### src/hw/rtl/ebt_pkg.sv
// ----------------------------------------------------------------------------
// Error-rate ban table package
// Shared sizes, codes and the structs that run between the controller and
// the row of table cells.
// ----------------------------------------------------------------------------
package ebt_pkg;

	localparam int ENTRIES       = 64;
	localparam int ENTRY_W       = $clog2(ENTRIES);
	localparam int RANK_W        = ENTRY_W;
	localparam int NUM_W         = ENTRY_W + 1;
	localparam int MAX_THRESHOLD = 16;
	localparam int SLOT_W        = (MAX_THRESHOLD > 1) ? $clog2(MAX_THRESHOLD) : 1;
	localparam int CNT_W         = 5;
	localparam int EXPIRE_BATCH  = 4;
	localparam int BATCH_W       = (EXPIRE_BATCH > 1) ? $clog2(EXPIRE_BATCH) : 1;
	localparam int KEY_W         = 64;
	localparam int TIME_W        = 32;
	localparam int EV_ADDR_W     = ENTRY_W + SLOT_W;

	localparam logic [1:0] CMD_LOOKUP  = 2'd0;
	localparam logic [1:0] CMD_RECORD  = 2'd1;
	localparam logic [1:0] CMD_SOFTBAN = 2'd2;
	localparam logic [1:0] CMD_INVALID = 2'd3;

	localparam logic [1:0] ST_OK      = 2'd0;
	localparam logic [1:0] ST_BLOCKED = 2'd1;
	localparam logic [1:0] ST_ERROR   = 2'd2;

	localparam logic [1:0] REG_THRESHOLD  = 2'd0;
	localparam logic [1:0] REG_INTERVAL   = 2'd1;
	localparam logic [1:0] REG_BLOCK_TIME = 2'd2;

	// Broadcast from the controller to every cell.
	typedef struct packed {
		logic              expire_en;
		logic [RANK_W-1:0] tail_rank;
		logic [TIME_W-1:0] now;
		logic [TIME_W-1:0] interval;
		logic [KEY_W-1:0]  key;
		logic              wr_en;
		logic [ENTRY_W-1:0] wr_idx;
		logic [NUM_W-1:0]  touch_rank;
		logic [TIME_W-1:0] wr_seen_at;
		logic [TIME_W-1:0] wr_ban_end;
		logic [CNT_W-1:0]  wr_cnt;
	} ebt_ccmd_t;

	// Status of one cell; hit_idx and the entry fields are zero unless the cell is hit, free_idx unless it takes.
	typedef struct packed {
		logic               valid;
		logic               hit;
		logic               take;
		logic               expired;
		logic [ENTRY_W-1:0] hit_idx;
		logic [ENTRY_W-1:0] free_idx;
		logic [TIME_W-1:0]  seen_at;
		logic [TIME_W-1:0]  ban_end;
		logic [CNT_W-1:0]   cnt;
		logic [RANK_W-1:0]  rank;
	} ebt_cstat_t;

endpackage

### src/hw/rtl/ebt_cell.sv
// ----------------------------------------------------------------------------
// Table cell
// Holds one tracker entry, matches keys, judges its own staleness at the LRU
// tail and passes the free-entry token on to its neighbor.
// ----------------------------------------------------------------------------
module ebt_cell (
	input  logic                        clk,
	input  logic                        arst_n,
	input  logic [ebt_pkg::ENTRY_W-1:0] idx,
	input  ebt_pkg::ebt_ccmd_t          cmd,
	input  logic                        free_in,
	output logic                        free_out,
	output ebt_pkg::ebt_cstat_t         stat
);

	logic                       valid_q;
	logic [ebt_pkg::KEY_W-1:0]  key_q;
	logic [ebt_pkg::TIME_W-1:0] ls_q;
	logic [ebt_pkg::TIME_W-1:0] ban_q;
	logic [ebt_pkg::CNT_W-1:0]  cnt_q;
	logic [ebt_pkg::RANK_W-1:0] rank_q;

	logic hit, take, stale, expired, sel;

	assign hit      = valid_q && (key_q == cmd.key);
	assign take     = !valid_q && !free_in;
	assign free_out = free_in || !valid_q;
	assign stale    = !(ban_q > cmd.now) && (cmd.now >= ls_q) &&
			((cmd.now - ls_q) >= cmd.interval);
	assign expired  = cmd.expire_en && valid_q && (rank_q == cmd.tail_rank) && stale;
	assign sel      = cmd.wr_en && (idx == cmd.wr_idx);

	always_ff @(posedge clk or negedge arst_n) begin
		if (!arst_n) begin
			valid_q <= 1'b0;
		end else if (expired) begin
			valid_q <= 1'b0;
		end else if (sel) begin
			valid_q <= 1'b1;
		end
	end

	always_ff @(posedge clk) begin
		if (sel) begin
			key_q  <= cmd.key;
			ls_q   <= cmd.wr_seen_at;
			ban_q  <= cmd.wr_ban_end;
			cnt_q  <= cmd.wr_cnt;
			rank_q <= '0;
		end else if (cmd.wr_en && valid_q && ({1'b0, rank_q} < cmd.touch_rank)) begin
			rank_q <= rank_q + 1'b1;
		end
	end

	always_comb begin
		stat.valid     = valid_q;
		stat.hit       = hit;
		stat.take      = take;
		stat.expired   = expired;
		stat.hit_idx   = hit ? idx : '0;
		stat.free_idx  = take ? idx : '0;
		stat.seen_at   = hit ? ls_q : '0;
		stat.ban_end   = hit ? ban_q : '0;
		stat.cnt       = hit ? cnt_q : '0;
		stat.rank      = hit ? rank_q : '0;
	end

endmodule

### config.mk
export PLATFORM = sky130hd
export DESIGN_NAME = ebt_cell
export DESIGN_NICKNAME = d
export VERILOG_FILES = /design/src/hw/rtl/ebt_pkg.sv /design/src/hw/rtl/ebt_cell.sv
export SDC_FILE = /design/constraint.sdc
export NUM_CORES = 1
export LEC_CHECK = 0
export ABC_AREA = 1
export BUFFER_PORTS_ARGS = -buffer_cell sky130_fd_sc_hd__buf_2
export CORE_MARGIN = 2
export CORE_UTILIZATION = 56
export DETAILED_ROUTE_END_ITERATION = 8
export PLACE_DENSITY = 0.95
export SYNTH_ARGS = -nofsm -noshare
export SYNTH_HDL_FRONTEND = slang
export SYNTH_SLANG_ARGS = --single-unit
### constraint.sdc
create_clock -name clk -period 7.67 [get_ports clk]
set_input_delay 0.767 -clock clk [delete_from_list [all_inputs] [get_ports clk]]
set_output_delay 0.767 -clock clk [all_outputs]
set_load 0.005 [all_outputs]
==> run metrics, run 1 <==
post-synth cell types 40; Finished Layout Cells 1,769; Critical path buffers and inverters 5; Clock Skew 9.329 ps; syn_nets 1,532; Die Y 137.2 um; setup repair bufs after CTS 0; CP dominant cell by count nand2_1; Synth Warn # 0; commonest non-fill, non-tap cell in the layout buf_2; Stages on worst setup path 24; Clock Latency Late Sink 430 ps; Critical Path Max Stage Delay 410 ps; routed vias/inst 5.292; Pleak 6.554 nW; first-pass GRT wire length 43,770 um; clock share of power 0.398; Power Internal 1.542 mW; largest net degree at the start of global routing 79; worst hold margin 107.8 ps; H-tree level count 4; most frequent cells in the layout buf_2, inv_1, nand2_1; worst hold path type input port to asynchronous set/reset pin; overall power 2.197 mW; fraction of the cycle the final worst path needs 0.6326; # fillers 1,307; via count 9,362; Setup Viol. Count Final 0; outcome completed; Net Sw Frac 0.2982; Placed Instances 1,734; Crit. Startpoint cmd[179]; Area Growth Syn to Fin 24.12%; Pwr Density 178.0 nW/um^2; Combinational Power Share 0.195; pins over their slew limit 0; clock slew at reported path FFs 60 ps; # Max-Cap Violations 0; Crit Path Category input port to output pin; fmax 0.2061 GHz; WL final 29,310 um; hold bufs inserted after CTS 0; sequential cell area fraction in the yosys report 0.4164; Initial Utilization 0.5747; dominant synthesized flop cell edfxtp_1; CTS tree built; Setup crit end kind output pin; share of layout cells above drive strength 1 0.2550; Worst R2R Setup Slack 4040 ps; cell area after synthesis 9941 sq um; area of the die 18,830 sq um; DRT iter0 DRCs 786; DP Area 11,710 sq um; remaining global-route overflow 0; TritonCTS Buffers 17; ANT nets after route 0; core area 17,300 sq um; Async S/R FF share, synth 0.007143; reg2reg start ls_q[0]; DRC 0; worst reg2reg path depth 22; Slowest-stage cell, CP fa_1; reg-to-reg endpoint valid_q; Arr. time, crit path 4090 ps; Root Buffer clkbuf_16; Die X 137.2 um; final worst-path setup slack 2818 ps; vias in the first global route 9,236; Worst IR Drop VDD 0.1544 mV; Post-synth EDFFs 133; gp weighted congestion 0.9103; Post-Synthesis Cells 1,202; Total Nets Final 1,858; Slew Limit Headroom 0.3337; CP Cell Sequence buf_2 > inv_1 > ha_1 > fa_1 > inv_1 > nand2_1 > a21oi_1 > a21oi_1 > o21ai_1 > nand2_1 > nand2_1 > nand2_1 > nand3_1 > nand2_1 > ha_1 > nand2_1 > nor2_1 > nand2_1 > nor2_1 > nand4_1 > nand3_1 > nand3_1 > inv_1 > buf_2; Worst Setup Start Kind input port; post-route cell area 12,340 sq um; Hold Violations, Final 0; CP max FO 3; CP endpoint stat[87]; WP data required 6900 ps; CTS Buffer Depth 2; initial antenna violation count 4; Avg Synthesized Cell Area 8.270 sq um; io pins 319; Core Rows 48; wire length per cell 16.57 um; Yosys reg bits 140; setup TNS 0 ps; Psw 655.2 uW; RSZ-0062 raised after global routing false; Worst-Margin Slew 999.5 ps; TritonRoute pass-1 iters 5; utilization after layout 0.7133; I/O Buffers 318; GRT Util Overall 0.3074; sequential share of power 0.408; post-route minimum period 4852 ps; HPWL Detailed 23,710 um; CTS sink count 140; Gates resized, CTS repair 0; Crit path max-delay family simple AND/OR/NAND/NOR gates; DP Worst Slack 2871 ps
-- power groups by stage --
stage / Sequential (mW) / Clock, mW / Combinational [mW]
2_1_floorplan: 0.903 / 0 / 0.269
3_3_place_gp: 0.908 / 0 / 0.399
3_5_place_dp: 0.911 / 0 / 0.420
4_1_cts: 0.895 / 0.880 / 0.424
5_1_grt: 0.898 / 0.904 / 0.482
6_report: 0.895 / 0.874 / 0.427
-- Yosys cell counts (2+ instances only) --
cell type,n,area share
a211oi_1,2,0.0015
inv_1,254,0.096
o22ai_1,12,0.0076
buf_4,4,0.0030
a21o_1,5,0.0038
o21bai_1,8,0.0060
nor3_1,10,0.0050
nor2_1,147,0.056
o21ai_0,39,0.020
nand2_1,229,0.086
nand4_1,16,0.010
edfxtp_1,133,0.40
nor4_1,4,0.0025
nand2b_1,2,0.0013
xnor2_1,18,0.016
ha_1,102,0.13
a21boi_0,2,0.0015
nor2_2,27,0.017
nand3b_1,4,0.0030
buf_6,8,0.0091
a221oi_2,2,0.0030
a221oi_1,2,0.0018
a21oi_1,76,0.038
nor2_4,4,0.0045
dfxtp_1,6,0.012
or2_2,6,0.0038
xor2_1,34,0.030
o21a_1,6,0.0045
a22o_1,4,0.0035
nand3_1,26,0.013
-- registers in the layout, indices dropped and copies added, names as in the netlist --
signal,count
key_q,64
cnt_q,5
ls_q,32
valid_q,1
rank_q,6
ban_q,32
-- worst register-to-register path: cells and delay by family (launching register included) --
kind / cells / cell delay [ps]
simple gates: 14 / 1480
compound gates: 3 / 630
fa+ha+maj: 3 / 910
flops: 1 / 400
buf+inv: 2 / 120
-- cell type report --
type,instances,area [sq um],area share
Multi-Input combinational cell,795,4725,0.3829
Sequential cell,140,4139,0.3355
Timing Repair Buffer,320,1607,0.1302
Inverter,254,958.4,0.07768
Clock buffer,17,425.4,0.03448
Tap cell,225,281.5,0.02282
Clock inverter,15,195.2,0.01582
Antenna cell,3,7.507,0.0006085
-- routing by layer --
metal	track usage	wire length, um	vias to the layer above
met5	0	14	-
met4	0.1340	1102	2
met3	0.07653	2678	91
met2	0.5370	14340	486
met1	0.3576	11170	4229
li1	-	-	4554
-- logic make-up after synthesis --
| group | count (synthesis) | synth area share |
|---|---|---|
| buffers and inverters | 267 | 0.1084 |
| AND/OR/NAND/NOR | 478 | 0.2053 |
| AO/OA/AOI/OAI | 162 | 0.09377 |
| XOR/XNOR | 52 | 0.04582 |
| adder cells (fa/ha/maj) | 103 | 0.1304 |
| flip-flops | 140 | 0.4164 |
-- how the worst min path moves through the flow --
stage	startpoint	to	slack, ps	cells past startpoint
after floorplan	arst_n	valid_q	470	0
after global placement	rank_q[4]	rank_q[4]	510	2
after detailed placement	rank_q[3]	rank_q[3]	540	2
after CTS	arst_n	valid_q	100	1
after global routing	arst_n	valid_q	100	1
final	arst_n	valid_q	110	1
No activity file was read; power rests on OpenSTA's default activity.
==> inputs of run 2 (changes only) <==
- CORE_UTILIZATION: 56 -> 47
- PLACE_DENSITY: 0.95 -> 0.86
- clock period: 7.67 -> 4 ns (I/O delays scaled with it)
==> run 2 against run 1 <==
  * Sequential power increased by 92%
  * Sequential share of layout area decreased by 1.3 points
  * Final cell count increased by 4.1%
  * Combinational power increased by 100%
  * Global-route usage decreased by 5.3 points
  * Non-clock buffer count increased by 22
  * Sequential cell count unchanged
  * Design area increased by 3.9%
  * Critical endpoint unchanged
==> run metrics, run 2 (synthesis gave the netlist of run 1 again) <==
routed vias/inst 5.054 (was 5.292); Finished Layout Cells 1,841 (was 1,769); Die X 149.4 um (was 137.2 um); TritonCTS Buffers 17 (unchanged); post-route minimum period 3966 ps; # Max-Cap Violations 0 (unchanged); Largest register FFs 64 (unchanged); Critical path buffers and inverters 3 (was 5); GRT Util Overall 0.2549 (was 0.3074); fraction of the cycle the final worst path needs 0.9916; biggest regs key_q: 64 flops, ban_q: 32 flops, ls_q: 32 flops (unchanged); worst reg2reg path depth 23 (was 22); vias in the first global route 9,328 (was 9,236); DRT iter0 DRCs 513 (was 786); largest net degree at the start of global routing 72 (was 79); share of layout cells above drive strength 1 0.2981 (was 0.2550); WP data required 3600 ps (was 6900 ps); DRC 0 (unchanged); initial antenna violation count 5 (was 4); wire length per cell 16.15 um (was 16.57 um); Critical Path Max Stage Delay 400 ps (was 410 ps); commonest non-fill, non-tap cell in the layout buf_2 (unchanged); Area Growth Syn to Fin 28.95% (was 24.12%); Core Rows 53 (was 48); Crit Path Category flop to output pin (was input port to output pin); Clock Skew 10.39 ps (was 9.329 ps); Pwr Density 329.0 nW/um^2 (was 178.0 nW/um^2); first-pass GRT wire length 44,220 um (was 43,770 um); DP Worst Slack -4.047 ps (was 2871 ps); clock slew at reported path FFs 80 ps (was 60 ps); CTS tree built (unchanged); Slew Limit Headroom 0.3789 (was 0.3337); Slowest-stage cell, CP edfxtp_1 (was fa_1); Worst Setup Start Kind flop (was input port); Die Y 149.4 um (was 137.2 um); Crit path max-delay family simple AND/OR/NAND/NOR gates (unchanged); CP max FO 3 (unchanged); RSZ-0062 raised after global routing true (was false); pins over their slew limit 0 (unchanged); Arr. time, crit path 3570 ps (was 4090 ps); area of the die 22,330 sq um (was 18,830 sq um); ANT nets after route 0 (unchanged); Hold Violations, Final 0 (unchanged); Placed Instances 1,793 (was 1,734); CTS sink count 140 (unchanged); CP dominant cell by count nand2_1 (unchanged); reg2reg start ls_q[0] (unchanged); Root Buffer clkbuf_16 (unchanged); Setup Viol. Count Final 0 (unchanged); final worst-path setup slack 33.78 ps (was 2818 ps); worst hold margin 143.4 ps (was 107.8 ps); TritonRoute pass-1 iters 5 (unchanged); Worst IR Drop VDD 0.2635 mV (was 0.1544 mV); HPWL Detailed 23,750 um (was 23,710 um); Setup crit end kind output pin (unchanged); CTS Buffer Depth 2 (unchanged); gp weighted congestion 0.9378 (was 0.9103); I/O Buffers 318 (unchanged); remaining global-route overflow 0 (unchanged); Worst-Margin Slew 931.7 ps (was 999.5 ps); most frequent cells in the layout buf_2, inv_1, nand2_1 (unchanged); reg-to-reg endpoint valid_q (unchanged); CP endpoint stat[87] (unchanged); io pins 319 (unchanged); Worst R2R Setup Slack 680 ps (was 4040 ps); CP Cell Sequence ha_2 > fa_2 > inv_2 > nand2_4 > a21oi_4 > a21oi_4 > o21ai_2 > nand2_1 > nand2_2 > nand2_2 > nand3_2 > nand2_1 > ha_1 > nand2_1 > nor2_1 > nand2_1 > nor2_2 > nand4_1 > nand3_2 > nand3_2 > inv_2 > buf_6 (was buf_2 > inv_1 > ha_1 > fa_1 > inv_1 > nand2_1 > a21oi_1 > a21oi_1 > o21ai_1 > nand2_1 > nand2_1 > nand2_1 > nand3_1 > nand2_1 > ha_1 > nand2_1 > nor2_1 > nand2_1 > nor2_1 > nand4_1 > nand3_1 > nand3_1 > inv_1 > buf_2); WL final 29,730 um (was 29,310 um); core area 20,890 sq um (was 17,300 sq um); Crit. Startpoint ls_q[0] (was cmd[179]); fmax 0.2521 GHz; H-tree level count 4 (unchanged); Clock Latency Late Sink 430 ps (about the same); most flop-heavy register key_q (unchanged); Stages on worst setup path 22 (was 24); via count 9,304 (was 9,362); outcome completed (unchanged); Pleak 6.685 nW (was 6.554 nW); worst hold path type input port to flop (was input port to asynchronous set/reset pin); Initial Utilization 0.4759 (was 0.5747); Total Nets Final 1,880 (was 1,858)
-- run 2: cell count changes in the layout (fill, tap and decap cells not counted), sizes merged --
cell,delta
bufinv,-2
inv,-1
dlygate4sd3,+1
buf,+21
clkinv,+2
clkinvlp,+1
-- run 2: stage by stage --
step                      instance area (sq um)  utilization  setup TNS, ps  power (mW)
after floorplan                            9945            -              0       2.246
after global placement                    11850       0.5674              0       2.519
after detailed placement                  11850       0.5674         -4.047       2.552
after CTS                                 12530       0.6000              0       4.183
after global routing                      12810       0.6134         -179.8       4.404
final                                     12820       0.6137              0       4.218
-- run 2: layout make-up --
type                            instances  area (sq um)
Sequential cell                       140          4139
Timing Repair Buffer                  342          1793
Fill cell                            1773          8070
Inverter                              254         957.2
Tap cell                              275         344.1
Multi-Input combinational cell        795          4964
Antenna cell                            3         7.507
Clock inverter                         15         188.9
Clock buffer                           17         425.4
-- run 2: how the worst min path moves through the flow --
stage	startpoint	to	slack, ps	depth (start not counted)
2_1_floorplan	arst_n	valid_q	100	0
3_3_place_gp	arst_n	valid_q	180	1
3_5_place_dp	arst_n	valid_q	180	1
4_1_cts	cmd[42]	ls_q[5]	130	1
5_1_grt	cmd[7]	ban_q[2]	130	1
6_report	cmd[38]	ls_q[1]	140	1
-- run 2: what timing repair did --
item                                    4_1_cts  5_1_grt
pin swaps                                     5       21
gates cloned                                  0        0
hold endpoints to repair                      1        0
hold buffers                                  1        0
gates resized for setup                      10       56
buffers inserted                              4        8
endpoints found under the setup margin        1        1
-- run 2: power by group --
part / switching, mW / internal [mW]
combinational: 0.494 / 0.372
sequential: 0.0584 / 1.66
clock: 0.782 / 0.853
-- run 2: layer usage --
layer | track usage | vias up | routed length, um
li1 | - | 4584 | -
met1 | 0.2964 | 4227 | 11770
met2 | 0.4518 | 417 | 14580
met3 | 0.06280 | 70 | 2329
met4 | 0.09857 | 6 | 1021
met5 | 0 | - | 37
-- run 2: worst register-to-register path, stage by stage (launching register included) --
cell      delay (ps)
edfxtp_1         400
ha_2             220
fa_2             370
inv_2             70
nand2_4           50
a21oi_4          150
a21oi_4           90
o21ai_2          130
nand2_1           70
nand2_2          120
nand2_2           80
nand3_2           80
nand2_1           60
ha_1             260
nand2_1           60
nor2_1           130
nand2_1          100
nor2_2           140
nand4_1          130
nand3_2          130
nand3_2          110
buf_4            160
nand2_1           50
inv_1             30
==> inputs of run 3 (changes only) <==
==> constraint.sdc (replaced) <==
create_clock -name clk -period 4 [get_ports clk]
set_input_delay 0.2 -clock clk [delete_from_list [all_inputs] [get_ports clk]]
set_output_delay 0.2 -clock clk [all_outputs]
set_load 0.005 [all_outputs]
==> run 3 against run 2 <==
  * First-iteration DRC count is 44% higher
  * Clock skew is 0.62 ps lower
  * Global-route usage is 4.9 points higher
  * Worst hold slack worse by 21 ps
  * Power is 3.1% higher
  * Clock power hardly changed
  * Fmax is 3.8% higher
  * Design area is 8.4% higher
  * Core utilization is 5.2 points higher
  * Sequential share of layout area is 2.5 points lower
  * Combinational power is 12% higher
  * Highest routed layer is now met4
==> run metrics, run 3 (synthesis gave the netlist of run 1 again) <==
outcome completed (unchanged); Global Route met3 Usage 0.04878 (was 0.06280); Power Internal 2.954 mW (was 2.884 mW); Worst-Margin Slew 635.2 ps (was 931.7 ps); vias in the first global route 10,390 (was 9,328); # fillers 1,554 (was 1,773); Arr. time, crit path 3620 ps (was 3570 ps); reg-to-reg endpoint valid_q (unchanged); clock slew at reported path FFs 70 ps (was 80 ps); CP max FO 5 (was 3); fraction of the cycle the final worst path needs 0.9554 (was 0.9916); commonest non-fill, non-tap cell in the layout buf_2 (unchanged); Pleak 7.170 nW (was 6.685 nW); CP Cell Sequence inv_1 > ha_1 > nand2_1 > o21ai_0 > a21oi_1 > o21ai_1 > nand3_1 > a21o_1 > nand2_1 > ha_1 > nand2_2 > nor2_2 > buf_4 > nand2_1 > nand2_1 > a21oi_2 > nand3_2 > nand3_2 > inv_1 > buf_2 (was ha_2 > fa_2 > inv_2 > nand2_4 > a21oi_4 > a21oi_4 > o21ai_2 > nand2_1 > nand2_2 > nand2_2 > nand3_2 > nand2_1 > ha_1 > nand2_1 > nor2_1 > nand2_1 > nor2_2 > nand4_1 > nand3_2 > nand3_2 > inv_2 > buf_6); Worst Setup Start Kind flop (unchanged); core area 20,890 sq um (unchanged); CP dominant cell by count nand2_1 (unchanged); CTS tree built (unchanged); initial antenna violation count 2 (was 5); H-tree level count 4 (unchanged); ANT nets after route 0 (unchanged); Worst R2R Setup Slack 670 ps (was 680 ps); Crit Path Category flop to output pin (unchanged); Critical Path Max Stage Delay 390 ps (was 400 ps); Die X 149.4 um (unchanged); Setup Viol. Count Final 0 (unchanged); # Max-Cap Violations 0 (unchanged); DP Worst Slack 270.4 ps (was -4.047 ps); Setup crit end kind output pin (unchanged); CTS Buffer Depth 2 (unchanged); GR Util met1 0.3455 (was 0.2964); fmax 0.2617 GHz (was 0.2521 GHz); Hold Violations, Final 0 (unchanged); WP data required 3800 ps (was 3600 ps); Clock Skew 9.772 ps (was 10.39 ps); Worst IR Drop VDD 0.2991 mV (was 0.2635 mV); Die Y 149.4 um (unchanged); worst hold path type input port to asynchronous set/reset pin (was input port to flop); final worst-path setup slack 178.6 ps (was 33.78 ps); area of the die 22,330 sq um (unchanged); gp weighted congestion 0.9314 (was 0.9378); Initial Utilization 0.4759 (unchanged); Combinational Power Share 0.224 (was 0.205); wire length per cell 17.89 um (was 16.15 um); first-pass GRT wire length 52,230 um (was 44,220 um); post-route minimum period 3821 ps (was 3966 ps); Root Buffer clkbuf_16 (unchanged); WL final 35,050 um (was 29,730 um); share of layout cells above drive strength 1 0.2515 (was 0.2981); largest net degree at the start of global routing 52 (was 72); remaining global-route overflow 0 (unchanged); Pwr Density 313.0 nW/um^2 (was 329.0 nW/um^2); DRC 0 (unchanged); most frequent cells in the layout buf_2, inv_1, nand2_1 (unchanged); met2 usage in global routing 0.5411 (was 0.4518); DRT iter0 DRCs 737 (was 513); CTS sink count 140 (unchanged); Total Nets Final 1,999 (was 1,880); HPWL Detailed 23,780 um (was 23,750 um); via count 10,410 (was 9,304); Psw 1.397 mW (was 1.334 mW); TritonCTS Buffers 17 (unchanged); Largest register FFs 64 (unchanged); worst reg2reg path depth 22 (was 23); pins over their slew limit 0 (unchanged); Core Rows 53 (unchanged); Slew Limit Headroom 0.5765 (was 0.3789); most flop-heavy register key_q (unchanged); GRT Max-Usage Layer met2 (unchanged); TritonRoute pass-1 iters 5 (unchanged); Crit path max-delay family compound AO/OA/AOI/OAI gates (was simple AND/OR/NAND/NOR gates); Area Growth Syn to Fin 39.84% (was 28.95%); GRT Util Overall 0.3037 (was 0.2549); io pins 319 (unchanged); clock share of power 0.382 (was 0.388); Net Sw Frac 0.3210 (was 0.3163); I/O Buffers 318 (unchanged); biggest regs key_q: 64 flops, ban_q: 32 flops, ls_q: 32 flops (unchanged); Clock Latency Late Sink 430 ps (about the same); Critical path buffers and inverters 4 (was 3); Slowest-stage cell, CP o21ai_0 (was edfxtp_1); sequential share of power 0.395 (was 0.407); routed vias/inst 5.312 (was 5.054); worst hold margin 122.8 ps (was 143.4 ps); reg2reg start ls_q[0] (unchanged)
run 3: changes by cell type in the layout (fill, tap and decap cells not counted), moves of 6 or more:
cell / delta
inv_1: +7
buf_4: -15
dlygate4sd3_1: +133
ha_1: +6
nand2_1: +6
a21oi_1: +6
inv_2: -7
run 3: worst max path at each step:
stage	startpoint	end	slack (ps)	depth (start not counted)
3_3_place_gp	ls_q[0]	stat[87]	400	22
2_1_floorplan	idx[5]	ban_q[0]	110	6
3_5_place_dp	ls_q[0]	stat[87]	270	22
6_report	ls_q[14]	stat[87]	180	20
5_1_grt	ls_q[5]	stat[87]	-10	20
4_1_cts	ls_q[0]	stat[87]	10	22
run 3: power groups by stage:
| stage | combinational [mW] | clock [mW] | sequential [mW] |
|---|---|---|---|
| 3_3_place_gp | 0.769 | 0 | 1.74 |
| 3_5_place_dp | 0.801 | 0 | 1.75 |
| 2_1_floorplan | 0.516 | 0 | 1.73 |
| 4_1_cts | 0.914 | 1.65 | 1.71 |
| 6_report | 0.974 | 1.66 | 1.72 |
| 5_1_grt | 1.08 | 1.71 | 1.72 |
run 3: repair_timing:
action	in CTS	in global routing
setup endpoints to repair	1	1
gates resized for setup	7	20
buffers inserted	0	4
hold buffers	134	0
endpoints found under the hold margin	134	0
pin swaps	0	8
run 3: final cells by class:
type | instances | area [sq um] | share of cell area
clock buffers | 17 | 425.4 | 0.03060
clock inverters | 15 | 188.9 | 0.01359
repair buffers | 461 | 3025 | 0.2176
diodes | 2 | 5.005 | 0.0003600
inverters | 254 | 955.9 | 0.06877
well taps | 275 | 344.1 | 0.02475
multi-input cells | 795 | 4817 | 0.3465
flip-flops and latches | 140 | 4139 | 0.2978
run 3: through the flow:
| step | instance area, sq um | instances | utilization | TNS, ps | power, mW |
|---|---|---|---|---|---|
| floorplan | 9941 | 1202 | - | 0 | 2.247 |
| global placement | 11820 | 1787 | 0.5657 | 0 | 2.512 |
| detailed placement | 11820 | 1787 | 0.5657 | 0 | 2.546 |
| CTS | 13790 | 1953 | 0.6604 | 0 | 4.274 |
| global route | 13900 | 1959 | 0.6655 | -10.31 | 4.515 |
| finish | 13900 | 1959 | 0.6655 | 0 | 4.350 |
run 3: metal layers:
layer  part of all wire  vias up
li1                   -     4819
met1               0.36     4737
met2               0.49      693
met3              0.090      158
met4              0.056        0
met5                  0        -
